$ cat src/hdl/gtmc_pkg.sv
// gtmc_pkg: shared types and constants of the generation-tagged memo cache
// no dependencies; imported by every module of the block but gtmc_ram
`timescale 1ns / 1ps

package gtmc_pkg;

  localparam int KEY_W = 64;
  localparam int VAL_W = 16;
  localparam int CNT_W = 32;

  typedef logic [1:0]       action_t;
  typedef logic [KEY_W-1:0] key_t;
  typedef logic [VAL_W-1:0] value_t;
  typedef logic [CNT_W-1:0] count_t;

  localparam action_t ACT_PROBE = 2'd0;
  localparam action_t ACT_FILL  = 2'd1;
  localparam action_t ACT_CLEAR = 2'd2;

  localparam count_t COUNT_MAX = {CNT_W{1'b1}};

  // one beat's effect on the statistics
  typedef struct packed {
    logic probe;
    logic hit;
    logic fill;
    logic clear;
  } stat_op_t;

endpackage

$ cat src/hdl/gtmc_stats.sv
// gtmc_stats: saturating probe, hit and store counters, zeroed by a clear
// depends on gtmc_pkg
`timescale 1ns / 1ps

module gtmc_stats
  import gtmc_pkg::*;
(
  input  logic     clk,
  input  logic     rst_n,
  input  stat_op_t op,
  output count_t   probe_count,
  output count_t   hit_count,
  output count_t   store_count
);

  count_t probe_r, probe_nxt;
  count_t hit_r, hit_nxt;
  count_t store_r, store_nxt;

  function automatic count_t sat_inc(input count_t c);
    return (c == COUNT_MAX) ? c : c + count_t'(1);
  endfunction

  always_comb begin
    probe_nxt = probe_r;
    hit_nxt   = hit_r;
    store_nxt = store_r;
    priority if (op.clear) begin
      probe_nxt = '0;
      hit_nxt   = '0;
      store_nxt = '0;
    end else begin
      if (op.probe) probe_nxt = sat_inc(probe_r);
      if (op.hit)   hit_nxt   = sat_inc(hit_r);
      if (op.fill)  store_nxt = sat_inc(store_r);
    end
  end

  always_ff @(posedge clk) begin
    if (!rst_n) begin
      probe_r <= '0;
      hit_r   <= '0;
      store_r <= '0;
    end else begin
      probe_r <= probe_nxt;
      hit_r   <= hit_nxt;
      store_r <= store_nxt;
    end
  end

  assign probe_count = probe_r;
  assign hit_count   = hit_r;
  assign store_count = store_r;

endmodule

$ cat config.mk
export PLATFORM = sky130hd
export DESIGN_NAME = gtmc_stats
export DESIGN_NICKNAME = d
export VERILOG_FILES = /design/src/hdl/gtmc_pkg.sv /design/src/hdl/gtmc_stats.sv
export SDC_FILE = /design/constraint.sdc
export NUM_CORES = 1
export LEC_CHECK = 0
export BUFFER_PORTS_ARGS = -buffer_cell sky130_fd_sc_hd__clkbuf_2
export CAP_MARGIN = 10
export CORE_UTILIZATION = 55
export CTS_CLUSTER_SIZE = 28
export DETAILED_ROUTE_END_ITERATION = 7
export PLACE_DENSITY = 0.78
export SETUP_SLACK_MARGIN = 0.1
export SYNTH_ARGS = -nofsm -noshare
export SYNTH_HDL_FRONTEND = slang
export SYNTH_SLANG_ARGS = --single-unit
$ cat constraint.sdc
create_clock -name clk -period 2.6 [get_ports clk]
set_clock_uncertainty 0.05 [all_clocks]
set_input_delay 0 -clock clk [delete_from_list [all_inputs] [get_ports clk]]
set_output_delay 0 -clock clk [all_outputs]
set_load 0.02 [all_outputs]
* Word-level counts from Yosys, hierarchy flattened *
Cells that the tools add are included.

word-level totals
  bits in registers = 96
  bits of input ports = 6
  output and inout bits = 96
  word-level logic and storage cells = 17

cells by class
  add/sub/neg operators = 3
  equal/unequal tests = 3
  bitwise operators = 4
  reduce and logical (&&, ||, !) cells = 4

operators with widths
  operator                 number
  $add A32 B1 Y32 const B  3
  $eq A32 B32 Y1 const B   3
  $reduce_and A2 Y1        3
  $not A1 Y1               4
  $reduce_or A2 Y1         1

* Longest topological paths before layout *
  depth after elaboration = 3
  gate-level depth with buffers = 8
  depth with buffers taken out = 6

* Worst setup path after synthesis *
Ideal clock, no wire load.

  kind = flip-flop to flip-flop
  start = register probe_r[4], in the netlist probe_count[4]
  end = register probe_r[27], in the netlist probe_count[27]
  library setup time = 0.070 ns
  data arrival time = 2.216 ns
  required time = 2.480 ns
  path slack = 0.264 ns
  stages on the path, launching flop included = 9
  buffers on the path = 3
  period minus slack after synthesis = 2.336 ns
  cells stage by stage = dfxtp_1 buf_2 nand4_1 or3_1 clkbuf_1 or3_1 buf_2 or4_1 a21oi_1

between the ends
  word-level cells in the longest chain between the ends = 3
  elaborated cells on any way between the ends = 4
  those cells by class = 1 x add/sub; 1 x eq/ne; 1 x bitwise; 1 x reduce/logical

RTL lines
  what                                                                     line              text
  from (decl)                                                              gtmc_stats.sv:16  count_t probe_r, probe_nxt;
  from (signal assigned)                                                   gtmc_stats.sv:45  probe_r <= probe_nxt;
  parallel branches: the longest is 3 deep, another holds $add A32 B1 Y32  -

Several ways; the timed one is not identified.
A chain may end at the register's enable or synchronous reset.

* Worst setup path after layout *
  start = register probe_r[2], in the netlist probe_count[2]
  end = register probe_r[29], in the netlist probe_count[29]

The elaborated chain is that of the path after synthesis.

==> results.yml <==
cells_and_area:
  layout_commonest_cell: "clkbuf_2"
  final_cell_mix: "101 x clkbuf_2, 96 x dfxtp_1, 59 x nand2_1"
  nFillCells: 749
  multi_input_area_mm2: 0.00275
  stdcell_count: 805
  area_growth_pct: 18.1
  finalNetCount: 704
  diodes: 0
  drive_gt1_share_pct: 20.6
  seq_area_mm2: 0.00192
min_path:
  hold_path_depth: 4
  min_from: "op[2]"
  hold_path_class: "primary input to register"
  holdPathEnd: "hit_count[10]"
yosys:
  synth-edff-count: 0
  synthFlopType: "dfxtp_1"
  syn_inst: 597
  seq_area_frac_synth_pct: 39.9
  syn-num-nets: 606
  synth-seq-cells: 96
  syn_avg_cell_area_um2: 8.06
  synthTopCellsByArea: "dfxtp_1 40%, a21oi_1 5.7%, or3_1 4.8%"
  synthArstFlopShare_pct: 0
  ys_types: 42
  netlist.area_leader.share_pct: 39.9
  yosys.area.top_type: "dfxtp_1"
  synth_area_mm2: 0.00481
  yosysWarningCount: 0
sta:
  period_share_pct: 90.4
  finalCriticalPeriod_ns: 2.35
  drv_slew: 0
  rsz0062_at_grt: "no"
  tightestPinTransition_ns: 0.805
  finalSetupTns_ns: 0
  setup_viol: 0
  slew_headroom_pct: 46.1
  max_freq_ghz: 0.426
  hold_violations: 0
global_route:
  antenna_found_initial: 0
  grt_pass1_vias: 4382
  grt_pass1_wl_um: 19600
  track_usage_pct: 26.9
  grt_max_degree: 58
  grt.overflow.total: 0
critical_path:
  required_ns: 2.84
  crit_path_end_kind: "register"
  arrival_ns: 2.59
  crit_type: "register to register"
  r2r-end: "probe_count[29]"
  reg2reg_depth: 5
  crit_path_max_incr_delay_ns: 0.51
  crit_family: "simple AND/OR/NAND/NOR gates"
  cp_cell_sequence: "nand4_2 -> or3_1 -> or3_1 -> or4_1 -> a21oi_1"
  r2r-start: "probe_count[2]"
  crit_slowest_cell: "or3_1"
  cpMostUsedCell: "or3_1"
  crit_fanout: 8
  r2r_slack_ns: 0.25
  critPathLaunchType: "register"
  path_buf_inv: 0
power:
  clock_power_share_pct: 39.9
  p_int_mw: 1.97
  p_sw_uw: 602
  p_leak_nw: 1.90
  sw_frac_of_total_pct: 23.4
  powerDensity_mw_per_mm2: 453
  ir_worst_vdd_mv: 0.280
  combinationalPowerShare_pct: 2.7
  pwr-share-seq_pct: 57.4
placement:
  io_buffers: 101
  post-dp-hpwl_um: 8640
  gp_congestion: 0.958
  dp.cells: 785
drt:
  wl_per_cell_um: 15.2
  dr.pass1.iters: 5
  vias_per_cell: 6.17
  first_iter_violations: 167
  drc: 0
  wl_um: 12300
  postRouteAntennaNets: 0
  dr_total_vias: 4963
clock_tree:
  clock_sinks: 96
  clockBufferDepth: 2
  clk_pin_slew_ns: 0.10
  cts-root-buf: "clkbuf_8"
  clock_latency_ns: 0.37
  cts_tree: "built"
  htreeDepth: 3
  numCtsBuffers: 9
die:
  rows: 33
  dieArea_mm2: 0.00913
  io_pins: 102
  die_w_um: 95.6
  die_h_um: 95.6
  core_area_mm2: 0.00834
  initial_core_util_pct: 57.7
job:
  drv_cap: 0
status:
  status: "finished clean"
==> cell usage after synthesis, drive strengths merged, types with 3 or more instances <==
cell type	instances
a211oi	5
a21oi	55
a31oi	7
and2	3
and3	12
and4	11
buf	5
clkbuf	25
dfxtp	96
ha	3
inv	9
mux2i	9
nand2	59
nand2b	8
nand3	36
nand4	24
nor2	38
nor3	10
nor4	13
o2111ai	3
o21ai	39
o31ai	19
or2	4
or3	37
or4	25
xnor2	17
xor2	7
==> registers in the layout, summed over array words and instances, names as in the netlist <==
| signal | cells |
|---|---|
| hit_count | 32 |
| probe_count | 32 |
| store_count | 32 |
==> worst max-delay path by stage <==
stage | start | to | slack [ns] | cells past startpoint
after floorplan | probe_count[4] | probe_count[27] | 0.26 | 8
after global placement | probe_count[2] | probe_count[31] | 0.38 | 5
after detailed placement | probe_count[2] | probe_count[29] | 0.30 | 5
after CTS | probe_count[2] | probe_count[29] | 0.28 | 5
after global routing | probe_count[2] | probe_count[31] | 0.13 | 5
final | probe_count[2] | probe_count[29] | 0.25 | 5
==> metal layers <==
| layer | global-route usage (%) | wire, um |
|---|---|---|
| met1 | 33.1 | 5390 |
| met2 | 46.8 | 5990 |
| met3 | 4.39 | 712 |
| met4 | 10.2 | 183 |
| met5 | 0 | 0 |
==> kinds of logic after synthesis <==
group	share of synthesized area [%]
fa+ha+maj	0.780
compound gates	17.3
simple gates	32.6
buf+inv	3.15
xor+xnor	4.37
flops	39.9
mux	1.87
==> layout make-up <==
class                      instances  share of cell area (%)
clock buffer                      11                    2.49
multi-input combinational        462                    48.4
inverter                           9                   0.594
clock inverter                     5                    1.12
tap                              105                    2.31
timing repair buffer             117                    11.3
sequential                        96                    33.8
==> worst reg2reg max path, stage by stage, from the launching register on <==
cell,delay (ns)
dfxtp_1,0.44
nand4_2,0.23
or3_1,0.51
or3_1,0.46
or4_1,0.44
a21oi_1,0.15
==> stage by stage <==
step	hold WS [ns]	utilization [%]	power, mW	area, um^2	setup slack [ns]
2_1_floorplan	0.143	-	1.55	4810	0.264
3_3_place_gp	0.338	65.2	1.58	5440	0.381
3_5_place_dp	0.363	65.2	1.58	5440	0.304
4_1_cts	0.00919	67.8	2.59	5660	0.281
5_1_grt	0.0467	68.2	2.66	5680	0.132
6_report	0.00970	68.2	2.57	5680	0.250
==> power groups by stage <==
| stage | logic, mW | registers [mW] | clock network [mW] |
|---|---|---|---|
| 2_1_floorplan | 0.0397 | 1.51 | 0 |
| 3_3_place_gp | 0.0675 | 1.51 | 0 |
| 3_5_place_dp | 0.0688 | 1.51 | 0 |
| 4_1_cts | 0.0699 | 1.48 | 1.04 |
| 5_1_grt | 0.0767 | 1.48 | 1.10 |
| 6_report | 0.0695 | 1.48 | 1.03 |
==> what timing repair did <==
action | in CTS | in global routing
hold buffers | 1 | 0
resized for setup | 0 | 2
setup endpoints to repair | 0 | 10
hold endpoints to repair | 1 | 0
buffers inserted | 0 | 3
No activity file was read; power rests on OpenSTA's default activity.
